--- config.mk ---
export PLATFORM = sky130hd
export DESIGN_NAME = day_number_date_converter_core_flat
export DESIGN_NICKNAME = d
export VERILOG_FILES = /design/src/design/dndc_pkg.sv /design/src/design/dndc_if.sv /design/src/design/dndc_front.sv /design/src/design/dndc_queue.sv /design/src/design/dndc_back.sv /design/src/design/day_number_date_converter_core.sv /design/src/flat_wrapper.sv
export SDC_FILE = /design/constraint.sdc
export NUM_CORES = 2
export LEC_CHECK = 0
export CAP_MARGIN = 10
export CORE_MARGIN = 2
export CORE_UTILIZATION = 40
export CTS_BUF_LIST = sky130_fd_sc_hd__clkbuf_8
export CTS_CLUSTER_DIAMETER = 150
export DETAILED_ROUTE_END_ITERATION = 10
export DONT_BUFFER_PORTS = 1
export PLACE_DENSITY_LB_ADDON = 0.25
export REMOVE_ABC_BUFFERS = 1
export SYNTH_ARGS = -nofsm -noshare
export SYNTH_HDL_FRONTEND = slang
export SYNTH_SLANG_ARGS = --single-unit
--- constraint.sdc ---
create_clock -name clock -period 44.7 [get_ports clock]
set_input_delay 2.235 -clock clock [delete_from_list [all_inputs] [get_ports clock]]
set_output_delay 2.235 -clock clock [all_outputs]
set_load 0.005 [all_outputs]
--- src/design/dndc_pkg.sv ---
// Shared types, constants and calendar helper functions for the day number date converter.
package dndc_pkg;

   localparam int unsigned DAY_W    = 22;
   localparam int unsigned YEAR_W   = 14;
   localparam int unsigned MONTH_W  = 4;
   localparam int unsigned MDAY_W   = 5;
   localparam int unsigned REM_W    = 9;
   localparam int unsigned SCALE_W  = 12;
   localparam int unsigned QUOT_W   = 8;
   localparam int unsigned PROD_W   = 25;
   localparam int unsigned DIV25_SHIFT = 17;
   localparam int unsigned RECIP_25 = 5243;
   localparam int unsigned MONTHS   = 12;

   localparam logic signed [63:0] FIRST_DAY     = 64'sd366;
   localparam logic signed [63:0] LAST_DAY      = 64'sd3652424;
   localparam logic signed [63:0] ZERO_FROM_DAY = 64'sd3652500;
   localparam logic signed [63:0] YEAR_MAX      = 64'sd9999;
   localparam logic signed [63:0] CUTOFF_YEAR   = 64'sd70;
   localparam logic signed [63:0] CENTURY_YEARS = 64'sd100;

   localparam logic [DAY_W-1:0]  LAST_DAY_N    = 22'd3652424;
   localparam logic [DAY_W-1:0]  FIRST_DAY_N   = 22'd366;
   localparam logic [DAY_W-1:0]  COMMON_DAYS   = 22'd365;
   localparam logic [YEAR_W-1:0] YEAR_MAX_N    = 14'd9999;
   localparam logic [YEAR_W-1:0] FIRST_YEAR    = 14'd1;
   localparam logic [YEAR_W-1:0] LOW_BASE      = 14'd2000;
   localparam logic [YEAR_W-1:0] HIGH_BASE     = 14'd1900;

   typedef enum logic [1:0] {
      KIND_DATE     = 2'd0,
      KIND_ZERO     = 2'd1,
      KIND_NULL     = 2'd2,
      KIND_OVERFLOW = 2'd3
   } kind_type;

   typedef enum logic {
      OP_DAY_NUMBER = 1'b0,
      OP_BUILD      = 1'b1
   } op_type;

   typedef enum logic [2:0] {
      ST_IDLE,
      ST_PREP,
      ST_CHECK,
      ST_SEARCH,
      ST_MONTH,
      ST_EMIT
   } state_type;

   // One classified item waiting for the back end.
   typedef struct packed {
      kind_type            kind;
      logic                split;
      logic                build;
      logic [YEAR_W-1:0]   year;
      logic [DAY_W-1:0]    value;
   } entry_type;

   typedef logic [REM_W-1:0] month_end_type [MONTHS-1];

   // Last day of the year of each month but December, common year.
   // Month lengths 31, 28, 31, 30, 31, 30, 31, 31, 30, 31, 30, 31.
   localparam month_end_type MONTH_END = '{
      9'd31, 9'd59, 9'd90, 9'd120, 9'd151, 9'd181,
      9'd212, 9'd243, 9'd273, 9'd304, 9'd334
   };

   // Floor division by 25 through a scaled reciprocal, exact for 12-bit inputs.
   function automatic logic [QUOT_W-1:0] div25(input logic [SCALE_W-1:0] x);
      logic [PROD_W-1:0] prod;
      prod = PROD_W'(x) * PROD_W'(RECIP_25);
      return prod[PROD_W-1:DIV25_SHIFT];
   endfunction

   function automatic logic mod25_zero(input logic [SCALE_W-1:0] x);
      logic [SCALE_W-1:0] back;
      back = SCALE_W'(div25(x)) * SCALE_W'(25);
      return back == x;
   endfunction

   function automatic logic is_leap(input logic [YEAR_W-1:0] y);
      logic by4;
      logic by100;
      logic by400;
      by4   = (y[1:0] == 2'd0);
      by100 = by4 && mod25_zero(y[YEAR_W-1:2]);
      by400 = (y[3:0] == 4'd0) && mod25_zero(SCALE_W'(y[YEAR_W-1:4]));
      return (by4 && !by100) || by400;
   endfunction

   // Day number of January 1 of year y, y from 1 to 9999.
   function automatic logic [DAY_W-1:0] jan1_day(input logic [YEAR_W-1:0] y);
      logic [YEAR_W-1:0]  p;
      logic [SCALE_W-1:0] p4;
      logic [SCALE_W-1:0] p16;
      p   = y - FIRST_YEAR;
      p4  = p[YEAR_W-1:2];
      p16 = SCALE_W'(p[YEAR_W-1:4]);
      return DAY_W'(y) * COMMON_DAYS + DAY_W'(p4) - DAY_W'(div25(p4))
             + DAY_W'(div25(p16)) + DAY_W'(1);
   endfunction

endpackage

--- src/design/dndc_if.sv ---
// Valid/ready channel interfaces for request and response items of the converter.
interface dndc_req_if;
   logic               valid;
   logic               ready;
   logic               operation;
   logic               argument_null;
   logic signed [63:0] day_value;
   logic signed [63:0] year_value;
   logic signed [63:0] year_day;

   modport source (output valid, operation, argument_null, day_value, year_value, year_day,
                   input ready);
   modport sink   (input valid, operation, argument_null, day_value, year_value, year_day,
                   output ready);
endinterface

interface dndc_rsp_if;
   logic        valid;
   logic        ready;
   logic [1:0]  result_kind;
   logic [13:0] date_year;
   logic [3:0]  date_month;
   logic [4:0]  date_day;

   modport source (output valid, result_kind, date_year, date_month, date_day,
                   input ready);
   modport sink   (input valid, result_kind, date_year, date_month, date_day,
                   output ready);
endinterface

--- src/design/dndc_front.sv ---
// Front end: accepts request items and classifies them into queue entries.
module dndc_front (
   dndc_req_if.sink              req_bus,
   input  logic                  queue_full,
   output logic                  push,
   output dndc_pkg::entry_type   push_data
);
   import dndc_pkg::*;

   logic year_bad;
   logic yday_bad;
   logic [YEAR_W-1:0] year_exp;

   assign req_bus.ready = !queue_full;
   assign push          = req_bus.valid && !queue_full;

   assign year_bad = (req_bus.year_value < 64'sd0) || (req_bus.year_value > YEAR_MAX);
   // Anything at or above 2^22 days cannot fit before the last valid date.
   assign yday_bad = (req_bus.year_day <= 64'sd0) || (req_bus.year_day[63:DAY_W] != '0);

   always_comb begin
      if (req_bus.year_value < CUTOFF_YEAR) begin
         year_exp = req_bus.year_value[YEAR_W-1:0] + LOW_BASE;
      end else if (req_bus.year_value < CENTURY_YEARS) begin
         year_exp = req_bus.year_value[YEAR_W-1:0] + HIGH_BASE;
      end else begin
         year_exp = req_bus.year_value[YEAR_W-1:0];
      end
   end

   always_comb begin
      push_data.kind  = KIND_NULL;
      push_data.split = 1'b0;
      push_data.build = 1'b0;
      push_data.year  = year_exp;
      push_data.value = req_bus.day_value[DAY_W-1:0];
      if (req_bus.argument_null) begin
         push_data.kind = KIND_NULL;
      end else if (op_type'(req_bus.operation) == OP_DAY_NUMBER) begin
         if (req_bus.day_value < FIRST_DAY || req_bus.day_value >= ZERO_FROM_DAY) begin
            push_data.kind = KIND_ZERO;
         end else if (req_bus.day_value > LAST_DAY) begin
            push_data.kind = KIND_OVERFLOW;
         end else begin
            push_data.kind  = KIND_DATE;
            push_data.split = 1'b1;
         end
      end else if (!year_bad && !yday_bad) begin
         push_data.kind  = KIND_DATE;
         push_data.split = 1'b1;
         push_data.build = 1'b1;
         push_data.value = req_bus.year_day[DAY_W-1:0];
      end
   end

endmodule

--- src/design/dndc_queue.sv ---
// Two-entry queue that decouples the classifier from the date unit.
module dndc_queue (
   input  logic                clock,
   input  logic                reset,
   input  logic                push,
   input  dndc_pkg::entry_type push_data,
   output logic                full,
   input  logic                pop,
   output dndc_pkg::entry_type pop_data,
   output logic                empty
);
   import dndc_pkg::*;

   entry_type  mem_ff [2];
   logic       wr_ptr_ff;
   logic       rd_ptr_ff;
   logic [1:0] count_ff;
   logic       wr_ptr_in;
   logic       rd_ptr_in;
   logic [1:0] count_in;

   assign full     = (count_ff == 2'd2);
   assign empty    = (count_ff == 2'd0);
   assign pop_data = mem_ff[rd_ptr_ff];

   always_comb begin
      wr_ptr_in = wr_ptr_ff ^ push;
      rd_ptr_in = rd_ptr_ff ^ pop;
      count_in  = count_ff + 2'(push) - 2'(pop);
   end

   always_ff @(posedge clock) begin
      if (reset) begin
         wr_ptr_ff <= 1'b0;
         rd_ptr_ff <= 1'b0;
         count_ff  <= 2'd0;
      end else begin
         wr_ptr_ff <= wr_ptr_in;
         rd_ptr_ff <= rd_ptr_in;
         count_ff  <= count_in;
      end
   end

   always_ff @(posedge clock) begin
      if (push) begin
         mem_ff[wr_ptr_ff] <= push_data;
      end
   end

endmodule

--- src/design/dndc_back.sv ---
// Back end: binary year search, month split and the registered response stage.
module dndc_back (
   input  logic                clock,
   input  logic                reset,
   output logic                pop,
   input  dndc_pkg::entry_type pop_data,
   input  logic                empty,
   dndc_rsp_if.source          rsp_bus
);
   import dndc_pkg::*;

   state_type          st_ff,    st_in;
   kind_type           kind_ff,  kind_in;
   logic [DAY_W-1:0]   dn_ff,    dn_in;
   logic [DAY_W-1:0]   jan_ff,   jan_in;
   logic [YEAR_W-1:0]  lo_ff,    lo_in;
   logic [YEAR_W-1:0]  hi_ff,    hi_in;
   logic [YEAR_W-1:0]  year_ff,  year_in;
   logic [MONTH_W-1:0] month_ff, month_in;
   logic [MDAY_W-1:0]  mday_ff,  mday_in;
   logic               out_valid_ff, out_valid_in;
   kind_type           out_kind_ff,  out_kind_in;
   logic [YEAR_W-1:0]  out_year_ff,  out_year_in;
   logic [MONTH_W-1:0] out_month_ff, out_month_in;
   logic [MDAY_W-1:0]  out_mday_ff,  out_mday_in;

   logic [YEAR_W:0]    mid_sum;
   logic [YEAR_W-1:0]  mid;
   logic [DAY_W-1:0]   mid_jan;
   logic [DAY_W-1:0]   limit;
   logic [DAY_W-1:0]   rem_full;
   logic [REM_W-1:0]   rem;
   logic [REM_W-1:0]   base;
   logic [REM_W-1:0]   end_adj;
   logic [MONTH_W-1:0] midx;
   logic               leap;
   logic               out_free;

   assign rsp_bus.valid       = out_valid_ff;
   assign rsp_bus.result_kind = out_kind_ff;
   assign rsp_bus.date_year   = out_year_ff;
   assign rsp_bus.date_month  = out_month_ff;
   assign rsp_bus.date_day    = out_mday_ff;

   assign out_free = !out_valid_ff || rsp_bus.ready;
   assign mid_sum  = {1'b0, lo_ff} + {1'b0, hi_ff};
   assign mid      = mid_sum[YEAR_W:1];
   assign mid_jan  = jan1_day(mid);
   assign limit    = LAST_DAY_N - jan_ff + DAY_W'(1);
   assign rem_full = dn_ff - jan_ff + DAY_W'(1);
   assign rem      = rem_full[REM_W-1:0];
   assign leap     = is_leap(year_ff);

   // Month index counts the month ends that the day of the year lies past.
   always_comb begin
      midx = '0;
      base = '0;
      for (int m = 0; m < MONTHS - 1; m++) begin
         end_adj = MONTH_END[m] + ((leap && m >= 1) ? REM_W'(1) : REM_W'(0));
         if (rem > end_adj) begin
            midx = MONTH_W'(m + 1);
            base = end_adj;
         end
      end
   end

   always_comb begin
      st_in        = st_ff;
      kind_in      = kind_ff;
      dn_in        = dn_ff;
      jan_in       = jan_ff;
      lo_in        = lo_ff;
      hi_in        = hi_ff;
      year_in      = year_ff;
      month_in     = month_ff;
      mday_in      = mday_ff;
      out_valid_in = out_valid_ff && !rsp_bus.ready;
      out_kind_in  = out_kind_ff;
      out_year_in  = out_year_ff;
      out_month_in = out_month_ff;
      out_mday_in  = out_mday_ff;
      pop          = 1'b0;

      case (st_ff)
         ST_IDLE: begin
            if (!empty) begin
               pop     = 1'b1;
               kind_in = pop_data.kind;
               dn_in   = pop_data.value;
               year_in = pop_data.year;
               lo_in   = FIRST_YEAR;
               hi_in   = YEAR_MAX_N;
               jan_in  = FIRST_DAY_N;
               if (pop_data.build) begin
                  st_in = ST_PREP;
               end else if (pop_data.split) begin
                  year_in = FIRST_YEAR;
                  st_in   = ST_SEARCH;
               end else begin
                  st_in = ST_EMIT;
               end
            end
         end
         ST_PREP: begin
            jan_in = jan1_day(year_ff);
            st_in  = ST_CHECK;
         end
         ST_CHECK: begin
            // A day of the year that runs past the last valid date gives null.
            if (dn_ff > limit) begin
               kind_in = KIND_NULL;
               st_in   = ST_EMIT;
            end else begin
               dn_in   = jan_ff + dn_ff - DAY_W'(1);
               lo_in   = FIRST_YEAR;
               hi_in   = YEAR_MAX_N;
               year_in = FIRST_YEAR;
               jan_in  = FIRST_DAY_N;
               st_in   = ST_SEARCH;
            end
         end
         ST_SEARCH: begin
            if (lo_ff > hi_ff) begin
               st_in = ST_MONTH;
            end else if (mid_jan <= dn_ff) begin
               year_in = mid;
               jan_in  = mid_jan;
               lo_in   = mid + FIRST_YEAR;
            end else begin
               hi_in = mid - FIRST_YEAR;
            end
         end
         ST_MONTH: begin
            month_in = midx + MONTH_W'(1);
            mday_in  = MDAY_W'(rem - base);
            st_in    = ST_EMIT;
         end
         ST_EMIT: begin
            if (out_free) begin
               out_valid_in = 1'b1;
               out_kind_in  = kind_ff;
               if (kind_ff == KIND_DATE) begin
                  out_year_in  = year_ff;
                  out_month_in = month_ff;
                  out_mday_in  = mday_ff;
               end else begin
                  out_year_in  = '0;
                  out_month_in = '0;
                  out_mday_in  = '0;
               end
               st_in = ST_IDLE;
            end
         end
         default: begin
            st_in = ST_IDLE;
         end
      endcase
   end

   always_ff @(posedge clock) begin
      if (reset) begin
         st_ff        <= ST_IDLE;
         out_valid_ff <= 1'b0;
      end else begin
         st_ff        <= st_in;
         out_valid_ff <= out_valid_in;
      end
   end

   always_ff @(posedge clock) begin
      kind_ff      <= kind_in;
      dn_ff        <= dn_in;
      jan_ff       <= jan_in;
      lo_ff        <= lo_in;
      hi_ff        <= hi_in;
      year_ff      <= year_in;
      month_ff     <= month_in;
      mday_ff      <= mday_in;
      out_kind_ff  <= out_kind_in;
      out_year_ff  <= out_year_in;
      out_month_ff <= out_month_in;
      out_mday_ff  <= out_mday_in;
   end

endmodule

--- src/design/day_number_date_converter_core.sv ---
// Top level of the proleptic Gregorian day number to date converter.
// Each request item gives exactly one response item, in order. A request that
// resolves to a date (a day number from 366 to 3652424, or a valid year and day
// of the year) runs a binary search for the year of 13 or 14 steps, one step a
// cycle, then splits month and day in a further state; when it is built from a
// year and a day of the year, the January 1 day number is computed and range
// checked first. Items that give the zero date, null or the overflow null skip
// the search, and a year and day of the year that runs past the last valid date
// gives null after the range check. The iterative year search in the date unit
// sets the rate; the date unit pops a new item only after the last one has gone
// to the output register. A two-entry queue sits in front of the date unit, so
// requests keep being taken while a result waits in the output register.
module day_number_date_converter_core (
   input  logic       clock,
   input  logic       reset,
   dndc_req_if.sink   req_bus,
   dndc_rsp_if.source rsp_bus
);
   import dndc_pkg::*;

   entry_type push_data;
   entry_type pop_data;
   logic      push;
   logic      pop;
   logic      full;
   logic      empty;

   dndc_front u_front (
      .req_bus    (req_bus),
      .queue_full (full),
      .push       (push),
      .push_data  (push_data)
   );

   dndc_queue u_queue (
      .clock     (clock),
      .reset     (reset),
      .push      (push),
      .push_data (push_data),
      .full      (full),
      .pop       (pop),
      .pop_data  (pop_data),
      .empty     (empty)
   );

   dndc_back u_back (
      .clock    (clock),
      .reset    (reset),
      .pop      (pop),
      .pop_data (pop_data),
      .empty    (empty),
      .rsp_bus  (rsp_bus)
   );

endmodule

--- src/flat_wrapper.sv ---
// flat-port wrapper written by rule: the top's interface ports become plain ports
module day_number_date_converter_core_flat import dndc_pkg::*;
  (clock, reset, req_bus_valid, req_bus_operation, req_bus_argument_null, req_bus_day_value, req_bus_year_value, req_bus_year_day, req_bus_ready, rsp_bus_valid, rsp_bus_result_kind, rsp_bus_date_year, rsp_bus_date_month, rsp_bus_date_day, rsp_bus_ready);
  dndc_req_if req_bus_i ();
  dndc_rsp_if rsp_bus_i ();
  input  logic clock;
  input  logic reset;
  input wire logic [$bits(req_bus_i.valid)-1:0] req_bus_valid;
  input wire logic [$bits(req_bus_i.operation)-1:0] req_bus_operation;
  input wire logic [$bits(req_bus_i.argument_null)-1:0] req_bus_argument_null;
  input wire logic [$bits(req_bus_i.day_value)-1:0] req_bus_day_value;
  input wire logic [$bits(req_bus_i.year_value)-1:0] req_bus_year_value;
  input wire logic [$bits(req_bus_i.year_day)-1:0] req_bus_year_day;
  output wire logic [$bits(req_bus_i.ready)-1:0] req_bus_ready;
  output wire logic [$bits(rsp_bus_i.valid)-1:0] rsp_bus_valid;
  output wire logic [$bits(rsp_bus_i.result_kind)-1:0] rsp_bus_result_kind;
  output wire logic [$bits(rsp_bus_i.date_year)-1:0] rsp_bus_date_year;
  output wire logic [$bits(rsp_bus_i.date_month)-1:0] rsp_bus_date_month;
  output wire logic [$bits(rsp_bus_i.date_day)-1:0] rsp_bus_date_day;
  input wire logic [$bits(rsp_bus_i.ready)-1:0] rsp_bus_ready;
  assign req_bus_i.valid = req_bus_valid;
  assign req_bus_i.operation = req_bus_operation;
  assign req_bus_i.argument_null = req_bus_argument_null;
  assign req_bus_i.day_value = req_bus_day_value;
  assign req_bus_i.year_value = req_bus_year_value;
  assign req_bus_i.year_day = req_bus_year_day;
  assign req_bus_ready = req_bus_i.ready;
  assign rsp_bus_valid = rsp_bus_i.valid;
  assign rsp_bus_result_kind = rsp_bus_i.result_kind;
  assign rsp_bus_date_year = rsp_bus_i.date_year;
  assign rsp_bus_date_month = rsp_bus_i.date_month;
  assign rsp_bus_date_day = rsp_bus_i.date_day;
  assign rsp_bus_i.ready = rsp_bus_ready;
  day_number_date_converter_core u_core (.clock(clock), .reset(reset), .req_bus(req_bus_i), .rsp_bus(rsp_bus_i));
endmodule
* Word-level counts from Yosys, hierarchy flattened
Memory sizes are Yosys's and may differ from the RTL's. A register that Yosys moved wholly into a read port is not among the register bits.
Cells that the tools add are included.
** Word-level totals
- Memories kept :: 1
- Memory bits (read-only) :: 0
- Register bits :: 130
- Output and inout bits :: 27
- Memory bits (writable) :: 80
- Latch bits :: 0
** Memory list
- u_core.u_queue.mem_ff :: words 2, bits a word 40, read ports 1, clocked after Yosys merged registers in 1, wr ports 1, RTL line dndc_queue.sv:14 : entry_type mem_ff [2];
** Cells by class
- Bitwise gates (word level) :: 2
- Add/sub/neg operators :: 34
- Shifts and indexed selects :: 0
- Reductions and logical operators :: 33
- Divide/modulo/power cells :: 0
- $mul :: 10
- Muxes and demuxes :: 78
- Order comparisons :: 22
- Eq/ne operators :: 16
** Operator list (count)
- two-way mux 14 bit :: 15
- two-way mux 22 bit :: 9
- < comparator 64 x 8 -> 1 bit, second input constant :: 2
- case mux 14 bit (3 select lines) :: 3
- case mux 22 bit (4 select lines) :: 1
- multiplier 12 x 13 -> 25 bit, second input constant :: 3
- multiplier 10 x 13 -> 23 bit, second input constant :: 3
- adder 22 x 1 -> 22 bit, second input constant :: 3
- greater-or-equal comparator 64 x 23 -> 1 bit, second input constant :: 1
- > comparator 64 x 15 -> 1 bit, second input constant :: 1
- > comparator 64 x 23 -> 1 bit, second input constant :: 1
- less-or-equal comparator 64 x 1 -> 1 bit, second input constant :: 1
- < comparator 64 x 1 -> 1 bit, second input constant :: 1
- < comparator 64 x 10 -> 1 bit, second input constant :: 1
- > comparator 9 bit :: 7
- two-way mux 5 bit :: 11
- adder 22 x 12 -> 22 bit :: 2
- adder 22 x 6 -> 22 bit :: 2
- multiplier 14 x 9 -> 22 bit, second input constant :: 2
- two-way mux 4 bit :: 11
- case mux 22 bit (2 select lines) :: 1
- subtractor 22 x 8 -> 22 bit :: 2
- nonzero test 42 bit :: 1
- adder 8 x 1 -> 9 bit, first input constant :: 4
- 49 further kinds :: 107

* Longest topological paths before layout
- Word-level depth :: 21
- Depth in mapped cells :: 59
- Mapped depth without buffers :: 59

* Modules after synthesis
Synthesis repeated with hierarchy kept, for this count alone.
** Second synthesis, totals
- Cells, all modules :: 3512
- Area, all modules :: 34366.7 um^2
** Modules (own cells, without submodules)
- dndc_back :: cells an instance 3165, area each 29603.4 um^2, times used 1
- dndc_queue :: cells an instance 144, area each 3290.7 um^2, times used 1
- dndc_front :: cells an instance 203, area each 1472.7 um^2, times used 1

* Worst setup path after synthesis
OpenSTA, ideal clock, no wires.
- Path type :: flip-flop to flip-flop
- Start :: register u_core.u_back.lo_ff[1]
- End :: register u_core.u_back.lo_ff[0] (enable)
- Arrival time :: 13.665 ns
- Required time :: 44.317 ns
- Path slack :: 30.652 ns
- Period minus slack after synthesis :: 14.048 ns
- Cell stages (with the launch flop) :: 54
- Cells stage by stage :: edfxtp_1 > ha_1 > nand2b_1 > a221oi_2 > o21bai_1 > a21bo_2 > xor2_1 > inv_1 > ha_1 > nand2_1 > nand4_4 > a31oi_4 > xnor2_2 > xnor3_1 > ha_1 > fa_1 > inv_1 > fa_1 > [18 not listed] > fa_1 > inv_1 > ha_1 > or4_1 > or2_0 > o221a_2 > o31ai_4 > a21oi_2 > a41o_1 > o41a_1 > xor2_1 > inv_1 > ha_1 > nand4_1 > nor3_1 > nand2_1 > nand2_1 > o211a_1
** Between the ends
- Longest elaborated chain between the ends :: 9
** Ends and longest elaborated chain
- start: declaration :: RTL line dndc_back.sv:16 : logic [YEAR_W-1:0] lo_ff, lo_in;
- start signal: assignment :: RTL line dndc_back.sv:174 : lo_ff <= lo_in;
- adder 14 x 14 -> 15 bit :: RTL line dndc_back.sv:46 : assign mid_sum = {1'b0, lo_ff} + {1'b0, hi_ff};
- multiplier 14 x 9 -> 22 bit / subtractor 14 x 1 -> 14 bit (equally long branches) :: RTL line dndc_pkg.sv:101, dndc_pkg.sv:98
- adder 22 x 12 -> 22 bit / multiplier 12 x 13 -> 25 bit (equally long branches) :: RTL line dndc_pkg.sv:101, dndc_pkg.sv:73
- subtractor 22 x 8 -> 22 bit :: RTL line dndc_pkg.sv:101 : return DAY_W'(y) * COMMON_DAYS + DAY_W'(p4) - DAY_W'(div25(p4))
- adder 22 x 6 -> 22 bit :: RTL line dndc_pkg.sv:102 : + DAY_W'(div25(p16)) + DAY_W'(1);
- adder 22 x 1 -> 22 bit :: RTL line dndc_pkg.sv:102
- less-or-equal comparator 22 bit :: RTL line dndc_back.sv:125 : end else if (mid_jan <= dn_ff) begin
- inequality test 2 bit (no source line)
- AND reduction 5 bit (no source line) *
Every way passes the cells marked *; elsewhere a longest branch is shown, timed or not.
A chain may end at the register's enable or synchronous reset.

* Worst setup path after layout
- Start :: register u_core.u_back.lo_ff[1]
- End :: register u_core.u_back.jan_ff[12] (enable)
** Between the ends
- Longest elaborated chain between the ends :: 9
** Ends and longest elaborated chain
- adder 14 x 14 -> 15 bit :: RTL line dndc_back.sv:46
- multiplier 14 x 9 -> 22 bit / subtractor 14 x 1 -> 14 bit (equally long branches) :: RTL line dndc_pkg.sv:101, dndc_pkg.sv:98
- adder 22 x 12 -> 22 bit / multiplier 12 x 13 -> 25 bit (equally long branches) :: RTL line dndc_pkg.sv:101, dndc_pkg.sv:73
- subtractor 22 x 8 -> 22 bit :: RTL line dndc_pkg.sv:101
- adder 22 x 6 -> 22 bit :: RTL line dndc_pkg.sv:102
- adder 22 x 1 -> 22 bit :: RTL line dndc_pkg.sv:102
- less-or-equal comparator 22 bit :: RTL line dndc_back.sv:125
- inequality test 2 bit (no source line)
- AND reduction 5 bit (no source line) *
- end signal: assignment :: RTL line dndc_back.sv:173 : jan_ff <= jan_in;
- end: declaration :: RTL line dndc_back.sv:15 : logic [DAY_W-1:0] jan_ff, jan_in;
Marks and branches as above.

==> out/results.tsv <==
metric	value	unit
commonest cells after routing, fill and taps aside	inv_1, ha_1, fa_1	
initial core utilization	0.402	
Finished Cell Area	36300	sq um
Syn. warnings	0	
DIE AREA	87500	sq um
Post-CTS Setup Bufs	0	
Layout Area Growth over Synthesis	6.50	%
worst clock skew	0.0677	ns
die width	296	microns
Std-Cell Rows	107	
global-route wire length before repair	137	mm
Fin Setup TNS	0	ns
CTS root buffer	clkbuf_8	
Setup-failing EPs final	0	
DP HPWL	73.6	mm
CP dominant cell by count	inv_1	
Tot GR Track Use	0.201	
Yosys cell types	107	
Routed WL	86.2	mm
worst skew pair latency	0.65	ns
Die H	296	microns
mapped cell area	34100	sq um
Avg Inst Size Synth	9.61	sq um
Cell Area, Placed	35500	sq um
Clock Tree Buf Depth	3	
Synth top area share	0.246	
DRC marker count from the first detailed-route iteration	1303	
Sink Count	210	
hold crit path type	reg2reg	
Core Area	84700	sq um
layout cells sized above 1	0.0437	
Via density	5.18	
maximum number of pins on one net before global-route repair	47	
hold_buf cts	0	
async set-reset flop share out of synthesis	0	
number of port buffers	0	
post-route ant nets	0	
DRC	0	
H-tree levels	2	
Worst-path clk slew	0.06	ns
Worst Tran Pin Value	1.07	ns
Max-Cap Viols	0	
CP peak stage delay	0.87	ns
CTS tree	built	
Synth area leaders	ha_1, fa_1, edfxtp_1	
RSZ-0062 raised after global routing	no	
placer congestion estimate	0.988	
CP Capture Type	flop	
sequential share of the synthesized area	0.183	
post-synth top area cell	ha_1	
commonest non-fill, non-tap cell in the layout	inv_1	
nets	4762	
fmax	64.0	MHz
clock buffer count from CTS	40	
post_cts resized	0	
Synth Instances	3546	
Avg WL per Cell	18.2	microns
IO Count	225	
Critical-path top delay cell	a2111oi_0	
element type at the critical path start	flop	
initial antenna violation count	6	
fin crit share	0.350	
vias in the first global route	25077	
DRT Pass-1 Iters	8	
EDFF count, synth	202	
status	finished, final reports clean	
CP arrival	15.85	ns
GRT overflow	0	
minimum clock period	15.63	ns
Slew HR	0.286	
final hold violation count	0	
Critical Path RT	44.92	ns
worst-path fanout max	22	
#FFs+latches synth	210	
WS Path Type	reg2reg	
Max Slew Vio Count	0	
DR vias	24567	
top_reg_cell synth	edfxtp_1	
[metrics by stage]
step	util	setup slack, ns	std cells	hold slack (ns)
after CTS	0.428	29.03	4736	0.541
after global placement	0.419	29.31	4666	0.530
final	0.428	29.07	4742	0.530
after detailed placement	0.419	29.07	4666	0.529
after global routing	0.428	28.10	4742	0.559
after floorplan	-	30.65	3495	0.497
[flip-flops by register name (all words and copies together), names as in the netlist]
name / count
u_core.u_back.rsp_bus.date_month: 4
u_core.u_back.rsp_bus.valid: 1
u_core.u_queue.mem_ff: 80
u_core.u_back.rsp_bus.date_year: 14
u_core.u_back.st_ff: 3
u_core.u_back.hi_ff: 14
u_core.u_back.rsp_bus.result_kind: 2
u_core.u_back.jan_ff: 22
u_core.u_back.kind_ff: 2
u_core.u_back.lo_ff: 14
u_core.u_queue.count_ff: 2
u_core.u_back.rsp_bus.date_day: 5
u_core.u_back.mday_ff: 5
u_core.u_queue.wr_ptr_ff: 1
u_core.u_back.year_ff: 14
u_core.u_back.month_ff: 4
u_core.u_back.dn_ff: 22
u_core.u_queue.rd_ptr_ff: 1
[worst max-delay path: cells and delay by family (launching register included)]
kind	cells	cell delay, ns
buf+inv	10	0.80
compound gates	15	4.66
xor+xnor	4	1.65
fa+ha+maj	14	5.73
simple gates	10	1.90
flops	1	0.44
[worst paths after layout]
| kind | startpoint | to | slack, ns | cells past startpoint |
|---|---|---|---|---|
| max | u_core.u_back.lo_ff[1] | u_core.u_back.jan_ff[12] | 29.07 | 53 |
| min | u_core.u_back.mday_ff[3] | u_core.u_back.rsp_bus.date_day[3] | 0.53 | 1 |
| max reg2reg | u_core.u_back.lo_ff[1] | u_core.u_back.jan_ff[12] | 29.07 | 53 |
| min reg2reg | u_core.u_back.mday_ff[3] | u_core.u_back.rsp_bus.date_day[3] | 0.53 | 1 |
[area by class of cell]
type                    instances  area [sq um]
fillers                      8336         48500
repair buffers                 27           203
well taps                    1144          1430
inverters                     752          2820
multi-input cells            2533         24800
diodes                          6          15.0
clock inverters                30           193
flip-flops and latches        210          6230
clock buffers                  40           551
[synth_stat cells, types with 53 or more instances]
master,number
a21oi_1,131
inv_1,746
edfxtp_1,202
a21o_1,53
nor4_1,54
fa_1,329
ha_1,671
nor2_1,123
xor2_1,54
xnor2_1,154
o21ai_0,113
nor3_1,70
nand3_1,53
nand2_1,212
[routing by layer]
layer,routed length [microns],global-route usage
met5,0,0
met1,39500,0.272
met2,39200,0.327
met4,2950,0.0723
met3,4500,0.0310
[kinds of logic (layout without fill, tap and decap cells)]
family                   after synthesis  after routing  synth area share
AO/OA/AOI/OAI                        566            566             0.113
XOR/XNOR                             218            218            0.0599
adder cells (fa/ha/maj)             1000           1000             0.440
buffers and inverters                803            849            0.0890
flip-flops                           210            210             0.183
multiplexers                          39             39            0.0118
other                                  0              6                 0
AND/OR/NAND/NOR                      710            710             0.104
Power is not shown: default switching activity piles up to over one toggle a cycle in this logic, so the estimate is an artifact.
